`src/hw/rtl/dsit_pkg.sv`:
```
// ----------------------------------------------------------------------------
// dsit_pkg
// Shared types and constants for the descending sorted insert table.
// ----------------------------------------------------------------------------
package dsit_pkg;

  // Table geometry.
  localparam int unsigned CAPACITY = 128;
  localparam int unsigned AW       = $clog2(CAPACITY);
  localparam int unsigned CW       = $clog2(CAPACITY + 1);

  // Fixed field widths of the item interface.
  localparam int unsigned DATA_W  = 32;
  localparam int unsigned INDEX_W = 7;
  localparam int unsigned COUNT_W = 8;

  // Request kinds.
  localparam logic REQ_INSERT = 1'b0;
  localparam logic REQ_READ   = 1'b1;

  // Result status codes.
  typedef enum logic [2:0] {
    ST_INSERTED = 3'd0,
    ST_FULL     = 3'd1,
    ST_DUP      = 3'd2,
    ST_READ_OK  = 3'd3,
    ST_BEYOND   = 3'd4
  } dsit_status_e;

  // Input item.
  typedef struct packed {
    logic                      req_type;
    logic signed [DATA_W-1:0]  value;
    logic [INDEX_W-1:0]        index;
  } dsit_in_t;

  // Result item.
  typedef struct packed {
    dsit_status_e              status;
    logic signed [DATA_W-1:0]  read_value;
    logic [COUNT_W-1:0]        count;
  } dsit_out_t;

  // Commands from the controller to the datapath.
  typedef struct packed {
    logic         load;
    logic         scan_step;
    logic         shift_init;
    logic         shift_step;
    logic         write_new;
    logic         rd_issue;
    logic         out_load;
    dsit_status_e code;
  } dsit_cmd_t;

  // Status from the datapath to the controller.
  typedef struct packed {
    logic is_read;
    logic full;
    logic idx_ok;
    logic scan_stop;
    logic scan_dup;
    logic scan_end;
    logic shift_done;
    logic out_free;
  } dsit_sts_t;

endpackage

```
`src/hw/rtl/dsit_ctrl.sv`:
```
// ----------------------------------------------------------------------------
// dsit_ctrl
// Controller: sequences decode, scan, shift, read and result handoff.
// ----------------------------------------------------------------------------
module dsit_ctrl import dsit_pkg::*; (
  input  logic      clk_i,
  input  logic      rst_ni,
  input  logic      in_valid_i,
  output logic      in_stall_o,
  input  dsit_sts_t sts_i,
  output dsit_cmd_t cmd_o
);

  typedef enum logic [2:0] {
    S_IDLE,
    S_DECODE,
    S_SCAN,
    S_SHIFT,
    S_RDWAIT,
    S_RESP
  } state_e;

  state_e       state_q, state_d;
  dsit_status_e code_q, code_d;

  // Next state and commands.
  always_comb begin
    state_d          = state_q;
    code_d           = code_q;
    cmd_o            = '0;
    cmd_o.code       = code_q;
    unique case (state_q)
      S_IDLE: begin
        if (in_valid_i) begin
          cmd_o.load = 1'b1;
          state_d    = S_DECODE;
        end
      end
      S_DECODE: begin
        priority if (sts_i.is_read && sts_i.idx_ok) begin
          cmd_o.rd_issue = 1'b1;
          code_d         = ST_READ_OK;
          state_d        = S_RDWAIT;
        end else if (sts_i.is_read) begin
          code_d  = ST_BEYOND;
          state_d = S_RESP;
        end else if (sts_i.full) begin
          code_d  = ST_FULL;
          state_d = S_RESP;
        end else begin
          state_d = S_SCAN;
        end
      end
      S_SCAN: begin
        priority if (sts_i.scan_stop && sts_i.scan_dup) begin
          code_d  = ST_DUP;
          state_d = S_RESP;
        end else if (sts_i.scan_stop || sts_i.scan_end) begin
          cmd_o.shift_init = 1'b1;
          state_d          = S_SHIFT;
        end else begin
          cmd_o.scan_step = 1'b1;
        end
      end
      S_SHIFT: begin
        if (sts_i.shift_done) begin
          cmd_o.write_new = 1'b1;
          code_d          = ST_INSERTED;
          state_d         = S_RESP;
        end else begin
          cmd_o.shift_step = 1'b1;
        end
      end
      S_RDWAIT: begin
        state_d = S_RESP;
      end
      S_RESP: begin
        if (sts_i.out_free) begin
          cmd_o.out_load = 1'b1;
          state_d        = S_IDLE;
        end
      end
      default: begin
        state_d = S_IDLE;
      end
    endcase
  end

  // State and status code registers.
  always_ff @(posedge clk_i or negedge rst_ni) begin
    if (!rst_ni) begin
      state_q <= S_IDLE;
      code_q  <= ST_INSERTED;
    end else begin
      state_q <= state_d;
      code_q  <= code_d;
    end
  end

  assign in_stall_o = (state_q != S_IDLE);

endmodule

```
`config.mk`:
```
export PLATFORM = sky130hd
export DESIGN_NAME = dsit_ctrl
export DESIGN_NICKNAME = d
export VERILOG_FILES = /design/src/hw/rtl/dsit_pkg.sv /design/src/hw/rtl/dsit_ctrl.sv
export SDC_FILE = /design/constraint.sdc
export NUM_CORES = 1
export LEC_CHECK = 0
export BUFFER_PORTS_ARGS = -buffer_cell sky130_fd_sc_hd__clkbuf_2
export CELL_PAD_IN_SITES_DETAIL_PLACEMENT = 0
export CELL_PAD_IN_SITES_GLOBAL_PLACEMENT = 1
export CORE_ASPECT_RATIO = 1.2
export CORE_UTILIZATION = 26
export CTS_CLUSTER_SIZE = 40
export DETAILED_ROUTE_END_ITERATION = 8
export GPL_ROUTABILITY_DRIVEN = 0
export GPL_TIMING_DRIVEN = 0
export PLACE_DENSITY_LB_ADDON = 0.1
export SLEW_MARGIN = 20
export SYNTH_ARGS = -nofsm -noshare
export SYNTH_HDL_FRONTEND = slang
export SYNTH_SLANG_ARGS = --single-unit
export TNS_END_PERCENT = 1
```
`constraint.sdc`:
```
create_clock -name clk_i -period 1.25 [get_ports clk_i]
set_input_delay 0.1875 -clock clk_i [delete_from_list [all_inputs] [get_ports clk_i]]
set_output_delay 0.1875 -clock clk_i [all_outputs]
set_load 0.01 [all_outputs]
```
# Word level (Yosys, flattened, before mapping)
# Cells that the tools add are included.
# totals
register_bits	6
out_inout_bits	11
# classes
mux	28
reduce_logical	8
n_eq_ne	11
# ops
cell	count
3-bit 2-to-1 mux	13
3-bit case mux with 6 select lines	1
1-bit 2-to-1 mux	10
3-bit case mux with 3 select lines	1
2-bit inequality test (second input constant)	4
4-bit AND reduction	2
3-bit by 2-bit equality test with 1-bit output (second input constant)	2
3-bit equality test (second input constant)	2
2-bit 2-to-1 mux	3
3-bit nonzero test	2
4-bit inequality test (second input constant)	1
3-bit by 1-bit equality test with 1-bit output (second input constant)	1
3-bit logical NOT	1
3-bit inequality test (second input constant)	1
1-bit logical AND	2
1-bit logical OR	1

# Depth between registers and ports, before layout
# Gate-level depths: netlist of the first run.
# logic_depth
ltp_word	4
ltp_mapped	5

# Worst setup path after synthesis of the first run
# Ideal clock, no wire load.
# synth_path
kind	reg-to-output
from	register state_q[0]
to	output cmd_o[7] (netlist bit)
path_stages_with_launch	3
t_arrival_ns	1.169
path_buffers	1
slack_ns	-0.107
t_required_ns	1.062
cell_sequence	dfrtp_1 > buf_6 > a2111oi_0
# synth_lines
item	line_no	rtl
from (decl)	dsit_ctrl.sv:23	state_e state_q, state_d;
from (signal assigned)	dsit_ctrl.sv:95	state_q <= state_d;
to (decl)	dsit_ctrl.sv:11	output dsit_cmd_t cmd_o

==> flow_metrics.env, run 1 <==
export IMPL_status="finished, violations left"
export IMPL_violations="setup timing"
export IMPL_synth_top_area_frac=0.348
export IMPL_initial_core_util=0.288
export IMPL_r2r_start="state_q[1]"
export IMPL_worst_slew_pin_slew_ns=0.281
export IMPL_cts_buffer_depth=2
export IMPL_antenna_found_initial=0
export IMPL_synth_top_family_by_area="simple AND/OR/NAND/NOR gates"
export IMPL_cts_tree="done"
export IMPL_synth_compound_area_frac=0.203
export IMPL_setup_violations=12
export IMPL_ys_ff_latch=6
export IMPL_required_ns=1.06
export IMPL_ant_nets=0
export IMPL_crit_fanout=6
export IMPL_numCtsBuffers=3
export IMPL_yosysMostFrequentCell="dfrtp_1"
export IMPL_setup_ws_ns=-0.274
export IMPL_dpl_cell_area_um2=559
export IMPL_cap_viol_max_count=0
export IMPL_synth_area_leader_cell="dfrtp_1"
export IMPL_ir_worst_vdd_uv=1180
export IMPL_grt_max_degree=11
export IMPL_finalMaxSlewViolations=0
export IMPL_grt_pass1_vias=478
export IMPL_ys_seq_area_frac=0.348
export IMPL_drt_iter0_markers=7
export IMPL_diodes=0
export IMPL_synth_xor_area_frac=0
export IMPL_grtUsageTotal=0.162
export IMPL_rsz0062_at_grt="yes"
export IMPL_max_freq_ghz=0.656
export IMPL_finalHoldViolCount=0
export IMPL_swShare=0.397
export IMPL_syn_avg_cell_area_um2=8.30
export IMPL_syn_nets=63
export IMPL_p_int_mw=0.884
export IMPL_leakagePower_nw=0.339
export IMPL_regToRegEndpoint="state_q[0]"
export IMPL_multiInputGateArea_um2=289
export IMPL_syn_to_final_growth_pct=56.8
export IMPL_seqPwrFrac=0.230
export IMPL_syn_area_um2=432
export IMPL_drive_above_1_share=0.549
export IMPL_ys_top_cells_by_area="dfrtp_1 35%, nor2b_1 5.8%, nor3_1 5.8%, and3_1 4.3%, o32ai_2 3.8%"
export IMPL_coreArea_um2=1500
export IMPL_yosys_area_share_adder=0
export IMPL_seqCellArea_um2=150
export IMPL_synth_warnings=0
export IMPL_cp_end_kind="output pin"
export IMPL_clock_skew_final_ns=0.00288
export IMPL_worstHoldEndpoint="state_q[2]"
export IMPL_yosys_most_used_dff="dfrtp_1"
export IMPL_gr_total_overflow=0
export IMPL_die_area_um2=1830
export IMPL_vias_per_cell=5.02
export IMPL_synth_top_cells_by_count="6 x dfrtp_1, 5 x nor3_1, 4 x nand2_1, 4 x nor2_1, 4 x nor2b_1"
export IMPL_synthMuxAreaShare=0.0348
export IMPL_synth_cell_types=27
export IMPL_slowest_stage="or3_4"
export IMPL_io_pins=22
export IMPL_hp_start="sts_i[0]"
export IMPL_cts_clk_slew_worst_paths_ns=0.04
export IMPL_fillers=169
export IMPL_cts_sinks=6
export IMPL_rrSetupSlack_ns=-0.26
export IMPL_async_flop_share=1.00
export IMPL_critPathKind="reg -> out"
export IMPL_cts_htree_levels=1
export IMPL_maxSlewHeadroom=0.812
export IMPL_comb_power_share=0.653
export IMPL_min_path_type="in -> reg"
export IMPL_synth_simple_area_share=0.348
export IMPL_die_h_um=46.6
export IMPL_cts_root_buf="clkbuf_4"
export IMPL_switchingPower_mw=0.582
export IMPL_max_stage_delay_ns=0.38
export IMPL_grt_pass1_wl_mm=1.95
export IMPL_die_width_um=39.2
export IMPL_detailed_place_hpwl_um=821
export IMPL_drtPass1Iterations=2
export IMPL_period_needed_ns=1.52
export IMPL_routed_via_count=497
export IMPL_worstRegToRegCells=5
export IMPL_rows=15
export IMPL_drc=0
export IMPL_worstSetupStartpointType="flip-flop"
export IMPL_routed_wl_mm=1.18
export IMPL_routedWlPerCell_um=11.9
export IMPL_worst_ep_arrival_time_ns=1.34
export IMPL_powerDensity_nw_per_um2=2170
export IMPL_final_period_utilization=1.22
export IMPL_clk_latency_ns=0.24
export IMPL_fin_nets=95
export IMPL_preCtsSetupSlack_ns=-0.194
export IMPL_power_clock_fraction=0.118
export IMPL_hold_path_cell_count=4
export IMPL_crit_chain="buf_6 > or3_4 > nor2_2 > buf_2"
export IMPL_fin_area_um2=677
export IMPL_final_util=0.451
export IMPL_synth_edff_count=0
export IMPL_netlist_instances=52
export IMPL_portBuffers=21
-- metrics by stage --
step	hold slack, ns	TNS [ns]	std cells	power [mW]
2_1_floorplan	-0.108	-0.226	52	0.846
3_3_place_gp	0.0191	-0.573	90	1.07
3_5_place_dp	0.0192	-0.567	90	1.06
4_1_cts	0.261	-2.17	98	1.43
5_1_grt	0.291	-3.06	99	1.61
6_report	0.260	-2.06	99	1.47
-- layout make-up --
| class | instances | share of cell area |
|---|---|---|
| well taps | 17 | 0.0314 |
| clock buffers | 3 | 0.0333 |
| inverters | 2 | 0.0111 |
| repair buffers | 27 | 0.226 |
| multi-input cells | 41 | 0.427 |
| flip-flops and latches | 6 | 0.222 |
| plain buffers | 3 | 0.0499 |
-- worst max-delay path, delay by kind of cell, from the launching register on --
| family | cells | cell delay [ns] |
|---|---|---|
| buf+inv | 2 | 0.26 |
| flops | 1 | 0.37 |
| simple gates | 2 | 0.45 |
-- power by group through the flow --
| stage | combinational [mW] | clock (mW) | sequential (mW) |
|---|---|---|---|
| after CTS | 0.912 | 0.182 | 0.335 |
| after global routing | 1.06 | 0.197 | 0.347 |
| final | 0.957 | 0.172 | 0.337 |
| after global placement | 0.737 | 0 | 0.331 |
| after floorplan | 0.501 | 0 | 0.345 |
| after detailed placement | 0.733 | 0 | 0.329 |
-- metal layers --
layer | track usage | part of all wire | vias up
met3 | 0.0580 | 0.056 | 0
met2 | 0.267 | 0.51 | 20
met5 | 0 | 0 | -
met1 | 0.189 | 0.43 | 222
met4 | 0.0621 | 0 | 0
li1 | - | - | 255
-- logic make-up (layout without fill, tap and decap cells) --
| family | Yosys count | in the layout |
|---|---|---|
| buf+inv | 5 | 35 |
| flops | 6 | 6 |
| compound gates | 12 | 12 |
| simple gates | 28 | 28 |
| mux | 1 | 1 |
-- flip-flops by register name (all words and copies together) (netlist names) --
| register | flops |
|---|---|
| code_q | 3 |
| state_q | 3 |
-- worst max path at each step --
stage                    start    endpoint  slack [ns]
finish              state_q[0]    cmd_o[9]       -0.27
global route        state_q[2]    cmd_o[7]       -0.36
CTS                 state_q[2]    cmd_o[7]       -0.31
detailed placement  state_q[1]  state_q[0]       -0.19
global placement    state_q[2]  state_q[0]       -0.20
floorplan           state_q[1]  state_q[0]       -0.09
-- cells in the final DEF (no fill, tap or decap), drive strengths merged, types with 3 or more instances in the layout --
cell    instances
buf            10
nor2b           4
clkbuf         22
nor3            5
nor2            4
nand2           5
dfrtp           6
o21ai           3
and3            3
-- timing repair --
action	CTS	global route
endpoints found under the setup margin	11	14
buffers inserted	4	1
hold buffers	1	0
pin swaps	3	0
hold endpoints to repair	6	0
gates resized for setup	6	8
No activity file was read; power rests on OpenSTA's default activity.
==> run 2, diff against run 1 <==
--- a/config.mk
+++ b/config.mk
@@ -8,8 +8,7 @@
 export BUFFER_PORTS_ARGS = -buffer_cell sky130_fd_sc_hd__clkbuf_2
 export CELL_PAD_IN_SITES_DETAIL_PLACEMENT = 0
 export CELL_PAD_IN_SITES_GLOBAL_PLACEMENT = 1
-export CORE_ASPECT_RATIO = 1.2
-export CORE_UTILIZATION = 26
+export CORE_UTILIZATION = 29
 export CTS_CLUSTER_SIZE = 40
 export DETAILED_ROUTE_END_ITERATION = 8
 export GPL_ROUTABILITY_DRIVEN = 0
==> constraint.sdc (replaced) <==
create_clock -name clk_i -period 1.7 [get_ports clk_i]
set_input_delay 0.255 -clock clk_i [delete_from_list [all_inputs] [get_ports clk_i]]
set_output_delay 0.255 -clock clk_i [all_outputs]
set_load 0.01 [all_outputs]
==> run 2 against run 1 <==
- the flow now finishes without violations
- critical path type unchanged
- power is 37% lower
- register-to-register slack better by 0.52 ns
- non-clock buffer count is 5 lower
- utilization is 0.88 points lower
- worst hold slack better by 0.063 ns
- design area is 12% lower
- clock skew is 0.0010 ns higher
- via count is 8.7% lower
- clock power is 26% lower
- sequential power is 28% lower
- flip-flop and latch count stayed put
- critical endpoint unchanged
==> flow_metrics.env, run 2 (synthesis results as in run 1) <==
export IMPL_status="finished clean"
export IMPL_instances_no_fill=92
export IMPL_die_h_um=40.6
export IMPL_powerDensity_nw_per_um2=1540
export IMPL_startpoint="state_q[1]"
export IMPL_routed_wl_mm=1.02
export IMPL_worst_ep_arrival_time_ns=1.38
export IMPL_final_cell_mix="21 x clkbuf_2, 6 x dfrtp_1, 5 x nor3_1"
export IMPL_gr_total_overflow=0
export IMPL_grt_max_degree=11
export IMPL_path_buf_inv=2
export IMPL_max_freq_ghz=0.613
export IMPL_cts_root_buf="clkbuf_4"
export IMPL_maxSlewHeadroom=0.781
export IMPL_cp_top_family="simple AND/OR/NAND/NOR gates"
export IMPL_final_util=0.442
export IMPL_crit_fanout=10
export IMPL_drtPass1Iterations=3
export IMPL_finalHoldViolCount=0
export IMPL_fin_area_um2=597
export IMPL_drive_above_1_share=0.429
export IMPL_cts_sinks=6
export IMPL_r2r_start="state_q[1]"
export IMPL_fin_nets=90
export IMPL_ant_nets=0
export IMPL_die_width_um=40.6
export IMPL_total_power_mw=0.921
export IMPL_dpl_cell_area_um2=556
export IMPL_finalMaxSlewViolations=0
export IMPL_min_path_type="in -> reg"
export IMPL_leakagePower_nw=0.308
export IMPL_cts_htree_levels=1
export IMPL_worstRegToRegCells=5
export IMPL_grtUsageTotal=0.151
export IMPL_final_common_cell="clkbuf_2"
export IMPL_antenna_found_initial=0
export IMPL_rsz0062_at_grt="yes"
export IMPL_cap_viol_max_count=0
export IMPL_required_ns=1.44
export IMPL_period_needed_ns=1.63
export IMPL_slowest_stage="dfrtp_1"
export IMPL_critPathKind="reg -> out"
export IMPL_worst_slew_pin_slew_ns=0.327
export IMPL_regToRegEndpoint="code_q[1]"
export IMPL_initial_core_util=0.320
export IMPL_detailed_place_hpwl_um=803
export IMPL_setup_ws_ns=0.0681
export IMPL_drt_iter0_markers=6
export IMPL_crit_path_end="cmd_o[9]"
export IMPL_cts_clk_slew_worst_paths_ns=0.05
export IMPL_diodes=0
export IMPL_setup_violations=0
export IMPL_cp_end_kind="output pin"
export IMPL_preCtsSetupSlack_ns=0.262
export IMPL_cts_tree="done"
export IMPL_seqCellArea_um2=150
export IMPL_cts_buffer_depth=2
export IMPL_clock_skew_final_ns=0.00387
export IMPL_die_area_um2=1650
export IMPL_multiInputGateArea_um2=262
export IMPL_vias_per_cell=4.93
export IMPL_max_stage_delay_ns=0.37
export IMPL_coreArea_um2=1350
export IMPL_path_depth=4
export IMPL_grt_pass1_wl_mm=1.55
export IMPL_hold_slack_ns=0.323
export IMPL_io_pins=22
export IMPL_rrSetupSlack_ns=0.26
export IMPL_final_period_utilization=0.960
export IMPL_crit_chain="buf_2 > or3_1 > nor2_1 > clkbuf_2"
export IMPL_fillers=148
export IMPL_rows=13
export IMPL_portBuffers=21
export IMPL_dp_cells=88
export IMPL_routedWlPerCell_um=11.1
export IMPL_drc=0
export IMPL_tns_ns=0
export IMPL_ir_worst_vdd_uv=690
export IMPL_clk_latency_ns=0.24
export IMPL_numCtsBuffers=3
export IMPL_hold_path_cell_count=4
export IMPL_grt_pass1_vias=358
export IMPL_worstSetupStartpointType="flip-flop"
export IMPL_reg_top3="code_q: 3 flops, state_q: 3 flops"
export IMPL_syn_to_final_growth_pct=38.3
export IMPL_routed_via_count=454
-- run 2: cell count changes in the layout (fill, tap and decap cells not counted), sizes merged --
cell / delta
clkbuf: +2
buf: -7
-- run 2: worst min-delay path by stage --
stage / from / endpoint / slack, ns
6_report: sts_i[0] / state_q[2] / 0.32
2_1_floorplan: rst_ni / code_q[0] / -0.04
3_3_place_gp: rst_ni / code_q[0] / 0.09
3_5_place_dp: rst_ni / code_q[0] / 0.09
5_1_grt: sts_i[0] / state_q[2] / 0.33
4_1_cts: sts_i[0] / state_q[2] / 0.32
-- run 2: tightest hold or removal path: cells and delay by family --
kind	cells	cell delay [ns]
AND/OR/NAND/NOR	3	0.18
buffers and inverters	1	0.09
-- run 2: area by class of cell --
| class | instances | share of cell area |
|---|---|---|
| Tap cell | 15 | 0.0314 |
| Clock buffer | 3 | 0.0377 |
| Multi-Input combinational cell | 41 | 0.438 |
| Sequential cell | 6 | 0.252 |
| Timing Repair Buffer | 22 | 0.193 |
| Buffer | 3 | 0.0356 |
| Inverter | 2 | 0.0126 |
-- run 2: metal layers --
| layer | track usage | vias up | part of all wire |
|---|---|---|---|
| li1 | - | 241 | - |
| met1 | 0.199 | 196 | 0.50 |
| met2 | 0.218 | 17 | 0.44 |
| met3 | 0.0500 | 0 | 0.054 |
| met4 | 0.0750 | 0 | 0 |
| met5 | 0 | - | 0 |
-- run 2: report_power, final --
group / switching (mW) / internal, mW / total (mW) / leakage [nW]
sequential: 0.0338 / 0.208 / 0.242 / 0.0751
combinational: 0.298 / 0.253 / 0.552 / 0.219
clock: 0.0479 / 0.0796 / 0.128 / 0.0138
-- run 2: repair_timing --
item / CTS / global route
hold buffers: 1 / 0
buffers inserted: 0 / 0
hold endpoints to repair: 6 / 0
endpoints found under the setup margin: 0 / 3
resized for setup: 0 / 2
